===== src/bgsc_pkg.sv =====
// Types, widths and codes shared by the battery gauge and supply check block.
package bgsc_pkg;

  localparam int SAMPLES_LOG2 = 4;
  localparam int ADC_BITS     = 10;

  localparam int SUM_W   = ADC_BITS + SAMPLES_LOG2;
  localparam int CNT_W   = SAMPLES_LOG2 + 1;
  localparam int QUOT_W  = 16;
  localparam int QCNT_W  = $clog2(QUOT_W);
  localparam int THR_W   = 16;
  localparam int NUM_THR = 5;
  localparam int LVL_W   = 3;
  localparam int STS_W   = 2;
  localparam int IDX_W   = 3;
  localparam int CFG_W   = 16;

  localparam logic [IDX_W-1:0] REG_THR_1     = 3'd0;
  localparam logic [IDX_W-1:0] REG_THR_2     = 3'd1;
  localparam logic [IDX_W-1:0] REG_THR_3     = 3'd2;
  localparam logic [IDX_W-1:0] REG_THR_4     = 3'd3;
  localparam logic [IDX_W-1:0] REG_THR_5     = 3'd4;
  localparam logic [IDX_W-1:0] REG_NUMERATOR = 3'd5;
  localparam logic [IDX_W-1:0] REG_SHORT_LIM = 3'd6;

  localparam logic [THR_W-1:0]    RST_THR_1     = 16'd27;
  localparam logic [THR_W-1:0]    RST_THR_2     = 16'd32;
  localparam logic [THR_W-1:0]    RST_THR_3     = 16'd34;
  localparam logic [THR_W-1:0]    RST_THR_4     = 16'd36;
  localparam logic [THR_W-1:0]    RST_THR_5     = 16'd38;
  localparam logic [QUOT_W-1:0]   RST_NUMERATOR = 16'd25600;
  localparam logic [ADC_BITS-1:0] RST_SHORT_LIM = ADC_BITS'(96);

  localparam logic KIND_BATTERY = 1'b0;
  localparam logic KIND_SUPPLY  = 1'b1;

  localparam logic [STS_W-1:0] STATUS_PIN    = 2'd0;
  localparam logic [STS_W-1:0] STATUS_NORMAL = 2'd1;
  localparam logic [STS_W-1:0] STATUS_SHORT  = 2'd2;

  localparam logic [LVL_W-1:0] PHASE_LAST = 3'd5;

  typedef struct packed {
    logic                measure_kind;
    logic [ADC_BITS-1:0] sample;
    logic                charging_n;
    logic                standby_n;
  } in_t;

  typedef struct packed {
    logic             result_kind;
    logic [LVL_W-1:0] level;
    logic [STS_W-1:0] supply_status;
    logic             output_off;
  } out_t;

endpackage


===== src/battery_gauge_and_supply_check_top.sv =====
// Battery gauge and supply check: sample windowing, serial divider, grading and supply short check.
//
//   channel | dir | handshake            | payload
//   --------+-----+----------------------+----------------------------------
//   in      | in  | in_valid / in_ready  | in_data  (measure_kind, sample, pins)
//   out     | out | out_valid / out_ready| out_data (kind, level, status, off)
//   cfg     | in  | cfg_valid / cfg_ready| cfg_index, cfg_data
//
// A beat that does not close a battery window finishes in its accept cycle;
// a result, if any, shows in the output register the cycle after.
// A beat that closes a battery window runs the restoring divider, one
// quotient bit a cycle into the 16-bit quotient, then a grading state that waits for a free output register.
// in_ready is low while the divider runs or grades and while a result is stalled.
// rst_n is synchronous, active low; cfg_ready is always high.
module battery_gauge_and_supply_check_top (
  input  logic                      clk,
  input  logic                      rst_n,
  input  logic                      in_valid,
  output logic                      in_ready,
  input  bgsc_pkg::in_t             in_data,
  output logic                      out_valid,
  input  logic                      out_ready,
  output bgsc_pkg::out_t            out_data,
  input  logic                      cfg_valid,
  output logic                      cfg_ready,
  input  logic [bgsc_pkg::IDX_W-1:0] cfg_index,
  input  logic [bgsc_pkg::CFG_W-1:0] cfg_data
);
  import bgsc_pkg::*;

  localparam logic [1:0] ST_IDLE = 2'd0;
  localparam logic [1:0] ST_DIV  = 2'd1;
  localparam logic [1:0] ST_FIN  = 2'd2;

  localparam logic [CNT_W-1:0]  CNT_LAST  = CNT_W'((1 << SAMPLES_LOG2) - 1);
  localparam logic [QCNT_W-1:0] QCNT_LAST = QCNT_W'(QUOT_W - 1);

  logic [THR_W-1:0]    thr_r [NUM_THR];
  logic [QUOT_W-1:0]   num_r;
  logic [ADC_BITS-1:0] short_lim_r;

  logic [1:0]          state_r, state_nxt;
  logic [SUM_W-1:0]    sum_r, sum_nxt;
  logic [CNT_W-1:0]    cnt_r, cnt_nxt;
  logic                wkind_r, wkind_nxt;
  logic [LVL_W-1:0]    phase_r, phase_nxt;
  logic                out_valid_r, out_valid_nxt;
  out_t                out_data_r, out_data_nxt;
  logic [ADC_BITS-1:0] div_rem_r, div_rem_nxt;
  logic [QUOT_W-1:0]   div_q_r, div_q_nxt;
  logic [ADC_BITS-1:0] div_d_r, div_d_nxt;
  logic [QCNT_W-1:0]   div_cnt_r, div_cnt_nxt;
  logic                chg_n_r, chg_n_nxt;

  logic                out_free;
  logic                in_acc;
  logic                restart;
  logic [SUM_W-1:0]    new_sum;
  logic [CNT_W-1:0]    base_cnt;
  logic [ADC_BITS-1:0] avg;
  logic [ADC_BITS:0]   shifted;
  logic                ge;
  logic [LVL_W-1:0]    grade;

  assign out_free  = !out_valid_r || out_ready;
  assign in_ready  = (state_r == ST_IDLE) && out_free;
  assign in_acc    = in_valid && in_ready;
  assign cfg_ready = 1'b1;
  assign out_valid = out_valid_r;
  assign out_data  = out_data_r;

  assign restart  = in_data.measure_kind != wkind_r;
  assign base_cnt = restart ? '0 : cnt_r;
  assign new_sum  = (restart ? SUM_W'(0) : sum_r) + SUM_W'(in_data.sample);
  assign avg      = new_sum[SUM_W-1:SAMPLES_LOG2];

  assign shifted = {div_rem_r, div_q_r[QUOT_W-1]};
  assign ge      = shifted >= {1'b0, div_d_r};

  always_comb begin
    grade = LVL_W'(NUM_THR);
    for (int i = NUM_THR - 1; i >= 0; i--) begin
      if (div_q_r < thr_r[i]) grade = LVL_W'(i);
    end
  end

  always_comb begin
    state_nxt     = state_r;
    sum_nxt       = sum_r;
    cnt_nxt       = cnt_r;
    wkind_nxt     = wkind_r;
    phase_nxt     = phase_r;
    out_valid_nxt = out_valid_r && !out_ready;
    out_data_nxt  = out_data_r;
    div_rem_nxt   = div_rem_r;
    div_q_nxt     = div_q_r;
    div_d_nxt     = div_d_r;
    div_cnt_nxt   = div_cnt_r;
    chg_n_nxt     = chg_n_r;
    case (state_r)
      ST_IDLE: begin
        if (in_acc) begin
          out_data_nxt = '{result_kind: in_data.measure_kind, level: '0,
                           supply_status: STATUS_PIN, output_off: 1'b0};
          if (in_data.measure_kind == KIND_SUPPLY &&
              (!in_data.charging_n || !in_data.standby_n)) begin
            sum_nxt       = '0;
            cnt_nxt       = '0;
            wkind_nxt     = KIND_SUPPLY;
            out_valid_nxt = 1'b1;
          end else if (base_cnt == CNT_LAST) begin
            sum_nxt   = '0;
            cnt_nxt   = '0;
            wkind_nxt = in_data.measure_kind;
            if (in_data.measure_kind == KIND_SUPPLY) begin
              phase_nxt     = '0;
              out_valid_nxt = 1'b1;
              if (avg < short_lim_r) begin
                out_data_nxt.supply_status = STATUS_SHORT;
                out_data_nxt.output_off    = 1'b1;
              end else begin
                out_data_nxt.supply_status = STATUS_NORMAL;
              end
            end else begin
              div_rem_nxt = '0;
              div_q_nxt   = num_r;
              div_d_nxt   = avg;
              div_cnt_nxt = '0;
              chg_n_nxt   = in_data.charging_n;
              state_nxt   = ST_DIV;
            end
          end else begin
            sum_nxt   = new_sum;
            cnt_nxt   = base_cnt + CNT_W'(1);
            wkind_nxt = in_data.measure_kind;
          end
        end
      end
      ST_DIV: begin
        div_rem_nxt = ge ? ADC_BITS'(shifted - {1'b0, div_d_r}) : shifted[ADC_BITS-1:0];
        div_q_nxt   = {div_q_r[QUOT_W-2:0], ge};
        div_cnt_nxt = div_cnt_r + QCNT_W'(1);
        if (div_cnt_r == QCNT_LAST) state_nxt = ST_FIN;
      end
      ST_FIN: begin
        if (out_free) begin
          out_valid_nxt = 1'b1;
          out_data_nxt  = '{result_kind: KIND_BATTERY, level: grade,
                            supply_status: STATUS_PIN, output_off: 1'b0};
          if (!chg_n_r) begin
            out_data_nxt.level = phase_r;
            phase_nxt = (phase_r >= PHASE_LAST) ? '0 : phase_r + LVL_W'(1);
          end
          state_nxt = ST_IDLE;
        end
      end
      default: state_nxt = ST_IDLE;
    endcase
  end

  always_ff @(posedge clk) begin
    if (!rst_n) begin
      state_r     <= ST_IDLE;
      sum_r       <= '0;
      cnt_r       <= '0;
      wkind_r     <= KIND_BATTERY;
      phase_r     <= '0;
      out_valid_r <= 1'b0;
    end else begin
      state_r     <= state_nxt;
      sum_r       <= sum_nxt;
      cnt_r       <= cnt_nxt;
      wkind_r     <= wkind_nxt;
      phase_r     <= phase_nxt;
      out_valid_r <= out_valid_nxt;
    end
  end

  always_ff @(posedge clk) begin
    out_data_r <= out_data_nxt;
    div_rem_r  <= div_rem_nxt;
    div_q_r    <= div_q_nxt;
    div_d_r    <= div_d_nxt;
    div_cnt_r  <= div_cnt_nxt;
    chg_n_r    <= chg_n_nxt;
  end

  always_ff @(posedge clk) begin
    if (!rst_n) begin
      thr_r[0]    <= RST_THR_1;
      thr_r[1]    <= RST_THR_2;
      thr_r[2]    <= RST_THR_3;
      thr_r[3]    <= RST_THR_4;
      thr_r[4]    <= RST_THR_5;
      num_r       <= RST_NUMERATOR;
      short_lim_r <= RST_SHORT_LIM;
    end else if (cfg_valid && cfg_ready) begin
      case (cfg_index)
        REG_THR_1:     thr_r[0]    <= cfg_data;
        REG_THR_2:     thr_r[1]    <= cfg_data;
        REG_THR_3:     thr_r[2]    <= cfg_data;
        REG_THR_4:     thr_r[3]    <= cfg_data;
        REG_THR_5:     thr_r[4]    <= cfg_data;
        REG_NUMERATOR: num_r       <= cfg_data;
        REG_SHORT_LIM: short_lim_r <= cfg_data[ADC_BITS-1:0];
        default: ;
      endcase
    end
  end

endmodule


===== config.mk =====
export PLATFORM = sky130hd
export DESIGN_NAME = battery_gauge_and_supply_check_top
export DESIGN_NICKNAME = d
export VERILOG_FILES = /design/src/bgsc_pkg.sv /design/src/battery_gauge_and_supply_check_top.sv
export SDC_FILE = /design/constraint.sdc
export NUM_CORES = 1
export LEC_CHECK = 0
export ABC_AREA = 0
export BUFFER_PORTS_ARGS = -buffer_cell sky130_fd_sc_hd__buf_4
export CORE_AREA = 3 3 202 204
export DETAILED_ROUTE_END_ITERATION = 7
export DIE_AREA = 0 0 205 207
export PLACE_DENSITY = 0.43
export SLEW_MARGIN = 20
export SYNTH_ARGS = -nofsm -noshare
export SYNTH_HDL_FRONTEND = slang
export SYNTH_SLANG_ARGS = --single-unit
export TNS_END_PERCENT = 30

===== constraint.sdc =====
create_clock -name clk -period 10.94 [get_ports clk]
set_input_delay 1.641 -clock clk [delete_from_list [all_inputs] [get_ports clk]]
set_output_delay 1.641 -clock clk [all_outputs]
set_load 0.005 [all_outputs]

==> run_results.csv <==
group,metric,value,unit
status,status,"finished clean",
finish,area_growth,16.19,%
finish,nets,1158,
critical_path,cpPeakStageDelay,530,ps
sta,worstMarginPinSlew,985.6,ps
clock_network,ctsResizeCount,0,
routing,drtIter0Drc,398,
placed_design,gp_congestion,0.7750,
critical_path,cp_common_cell,"a21oi_1",
global_routing,grt_pass1_wl,39740,microns
sta,maxSlewHeadroom,34.09,%
global_routing,grt_max_degree,39,
sta,maxSlewViolCount,0,
global_routing,grt_util_all_layers,12.10,%
critical_path,critPathTopFamily,"compound AO/OA/AOI/OAI gates",
clock_network,clk_path_buf_depth,2,
synth,ys.flop_type,"edfxtp_1",
synth,ys_ff_latch,179,
synth,syn_inst,964,
floorplanning,initial_utilization,24.80,%
run,maxCapViolations,0,
floorplanning,die_y,207,microns
pwr,pwr-share-comb,9.5,%
sta,rsz0062_at_grt,"no",
routing,wl,24830,microns
critical_path,crit_buf_inv,2,
clock_network,cts_sinks,179,
pwr,power_switching,0.0003969,W
finish,diodes,0,
floorplanning,die-area,42440,sq um
global_routing,overflow,0,
clock_network,cts_setup_buffers,0,
clock_network,cts_hold_buf,0,
global_routing,antenna_found_initial,0,
critical_path,start_kind,"input port",
clock_network,cts_buffers,17,
synth,avgSynthCellArea,10.15,sq um
hold_path,hold_path.class,"register to register",
sta,hold_slack,448.9,ps
clock_network,cts_tree,"yes",
routing,dr.pass1.iters,5,
pwr,p_per_area,137.2,nW/um^2
sta,clock-skew-final,10.83,ps
critical_path,crit_fanout,28,
floorplanning,core.rowCount,73,
sta,setup_viol,0,
floorplanning,num_io_pins,47,
synth,yosys_warnings,0,
global_routing,grt_pass1_vias,6906,
sta,fin_crit_sh,47.43,%
synth,synth_area,9786,sq um
synth,synth_nets,1111,
placed_design,placement.io_buffers,45,
sta,fmax,192.7,MHz
synth,synth_edf_count,127,
critical_path,worst_setup_path_end_kind,"register",
clock_network,clk_pin_slew_worst_paths,70,ps
synth,yosysSeqAreaShare,49.61,%
routing,viasPerCell,4.381,
pwr,leakage,4.630,nW
clock_network,h-tree-depth,4,
critical_path,cp.required,11130,ps
critical_path,path_cells,"buf_4 > xnor2_4 > and2_1 > ha_1 > inv_1 > fa_1 > nand2b_1 > a21oi_1 > o21ai_1 > nand2_1 > a31oi_1 > xnor2_1 > ha_1 > a21o_1 > a21oi_1 > nand2_1 > o211ai_1 > a21oi_1 > o21ba_1",
pwr,pwr-share-seq,49.0,%
pwr,power.internal,0.001163,W
routing,wl_per_cell,16.03,microns
sta,fin_tns_setup,0,ps
synth,synth.distinct_cells,61,
routing,drc,0,
floorplanning,core-area,39460,sq um
pwr,vdd_drop_max,0.07865,mV
finish,drive_gt1_share,10.06,%
finish,fillers,4187,
clock_network,root_buffer,"clkbuf_16",
routing,ant_nets,0,
floorplanning,die_w,205,microns
pwr,p_clk_share,41.4,%
sta,hold_viol_final,0,
pwr,swShare,25.45,%
routing,vias,6786,
sta,post-route-min-period,5189,ps
placed_design,hpwl,18400,microns
critical_path,cp.arrival,5380,ps
synth,ys_async_sr_fraction,0,%
clock_network,worst_skew_pair.late_latency,440,ps
critical_path,crit_slowest_cell,"xnor2_4",
critical_path,critical_path_class,"input port to register",
## synth_stat cells, types with 3 or more instances
master / count / area share (%)
and4_1: 4 / 0.36
clkbuf_1: 23 / 0.88
or3_1: 6 / 0.38
and3_1: 7 / 0.45
inv_1: 108 / 4.1
o211ai_1: 9 / 0.69
xor2_1: 6 / 0.54
buf_4: 3 / 0.23
nor3_1: 8 / 0.41
edfxtp_1: 127 / 39
a21o_1: 17 / 1.3
xnor2_1: 10 / 0.89
a2111oi_0: 5 / 0.45
o21ai_0: 30 / 1.5
and2_1: 29 / 1.9
a32oi_1: 3 / 0.27
nor3b_1: 3 / 0.23
o21ai_1: 5 / 0.26
nand2_1: 146 / 5.6
a32o_1: 4 / 0.41
a211oi_1: 3 / 0.23
nand4_1: 15 / 0.96
o31ai_1: 10 / 0.77
nor4_1: 3 / 0.19
a22oi_1: 5 / 0.38
nand3_1: 28 / 1.4
a2bb2oi_1: 4 / 0.36
nor2b_1: 10 / 0.64
ha_1: 108 / 14
a21oi_1: 67 / 3.4
nand2b_1: 19 / 1.2
dfxtp_1: 52 / 11
o21a_1: 10 / 0.77
a31oi_1: 6 / 0.38
nor2_1: 39 / 1.5
## cells by family (layout without fill, tap and decap cells)
family          count (synthesis)  count (layout)  share of synthesized area [%]
simple gates                  323             323                          15.88
compound gates                196             196                          12.98
flops                         179             179                          49.61
buf+inv                       137             197                          5.460
fa+ha+maj                     110             110                          14.22
xor+xnor                       17              17                          1.713
other cells                     1               1                        0.03832
mux                             1               1                         0.1023
## cells in the final DEF (no fill, tap or decap), drive strengths merged, types with 11 or more instances in the layout
cell type,count
nand4,15
clkbuf,17
nand2b,19
dfxtp,52
a21o,17
and2,29
ha,108
nand2,146
edfxtp,127
o21ai,35
a21oi,68
inv,117
nand3,28
nor2,39
xnor2,11
buf,56
## path summary, 6_finish.rpt
kind / end / cells past startpoint / slack [ps] / startpoint
worst max register to register: out_data[1] / 18 / 6700 / wkind_r
worst max-delay path: out_data[1] / 19 / 5750 / in_data[12]
worst min-delay path: sum_r[6] / 2 / 450 / sum_r[6]
worst min register to register: sum_r[6] / 2 / 450 / sum_r[6]
## area by class of cell
class / instances / area, sq um / area share (%)
Inverter: 109 / 409.1 / 3.599
Clock inverter: 15 / 186.4 / 1.640
Clock buffer: 17 / 425.4 / 3.742
Timing Repair Buffer: 56 / 420.4 / 3.698
Tap cell: 525 / 656.9 / 5.777
Multi-Input combinational cell: 648 / 4417 / 38.85
Sequential cell: 179 / 4855 / 42.70
## stage by stage
| step | power (W) | area (sq um) | cells | setup WS (ps) | util (%) |
|---|---|---|---|---|---|
| 2_1_floorplan | 0.0008731 | 9786 | 964 | 4881 | - |
| 3_3_place_gp | 0.0009310 | 10760 | 1517 | 5360 | 27.26 |
| 3_5_place_dp | 0.0009308 | 10760 | 1517 | 5291 | 27.26 |
| 4_1_cts | 0.001582 | 11370 | 1549 | 5757 | 28.81 |
| 5_1_grt | 0.001635 | 11370 | 1549 | 5437 | 28.81 |
| 6_report | 0.001560 | 11370 | 1549 | 5751 | 28.81 |
## flip-flops by register name, summed over array words and instances, names as in the netlist
signal,flops
state_r,2
div_q_r,16
div_rem_r,10
phase_r,3
cnt_r,5
div_cnt_r,4
chg_n_r,1
div_d_r,10
num_r,16
out_valid,1
thr_r,80
out_data,6
short_lim_r,10
sum_r,14
wkind_r,1
## metal layers
layer  track usage (%)  vias to the layer above  wire length, microns
met3             2.074                       15                   677
li1                  -                     3512                     -
met4             2.993                        0                   280
met2             19.03                       75                 11200
met5                 0                        -                     0
met1             17.29                     3184                 12670
## power groups by stage
stage	Combinational [W]	Sequential, W	Clock (W)
2_1_floorplan	0.0000953	0.000778	0
3_5_place_dp	0.000151	0.000780	0
5_1_grt	0.000171	0.000768	0.000696
4_1_cts	0.000152	0.000765	0.000666
6_report	0.000149	0.000765	0.000647
3_3_place_gp	0.000151	0.000780	0
## worst register-to-register path, delay by kind of cell, from the launching register on
| family | cells | cell delay (ps) |
|---|---|---|
| DFF | 1 | 380 |
| and+or+nand+nor | 4 | 550 |
| xor gates and xnor gates | 2 | 840 |
| adders and majority gates | 3 | 880 |
| AOI/OAI and AO/OA | 8 | 1270 |
| buffers and inverters | 1 | 70 |
(Power assumes the default switching activity.)
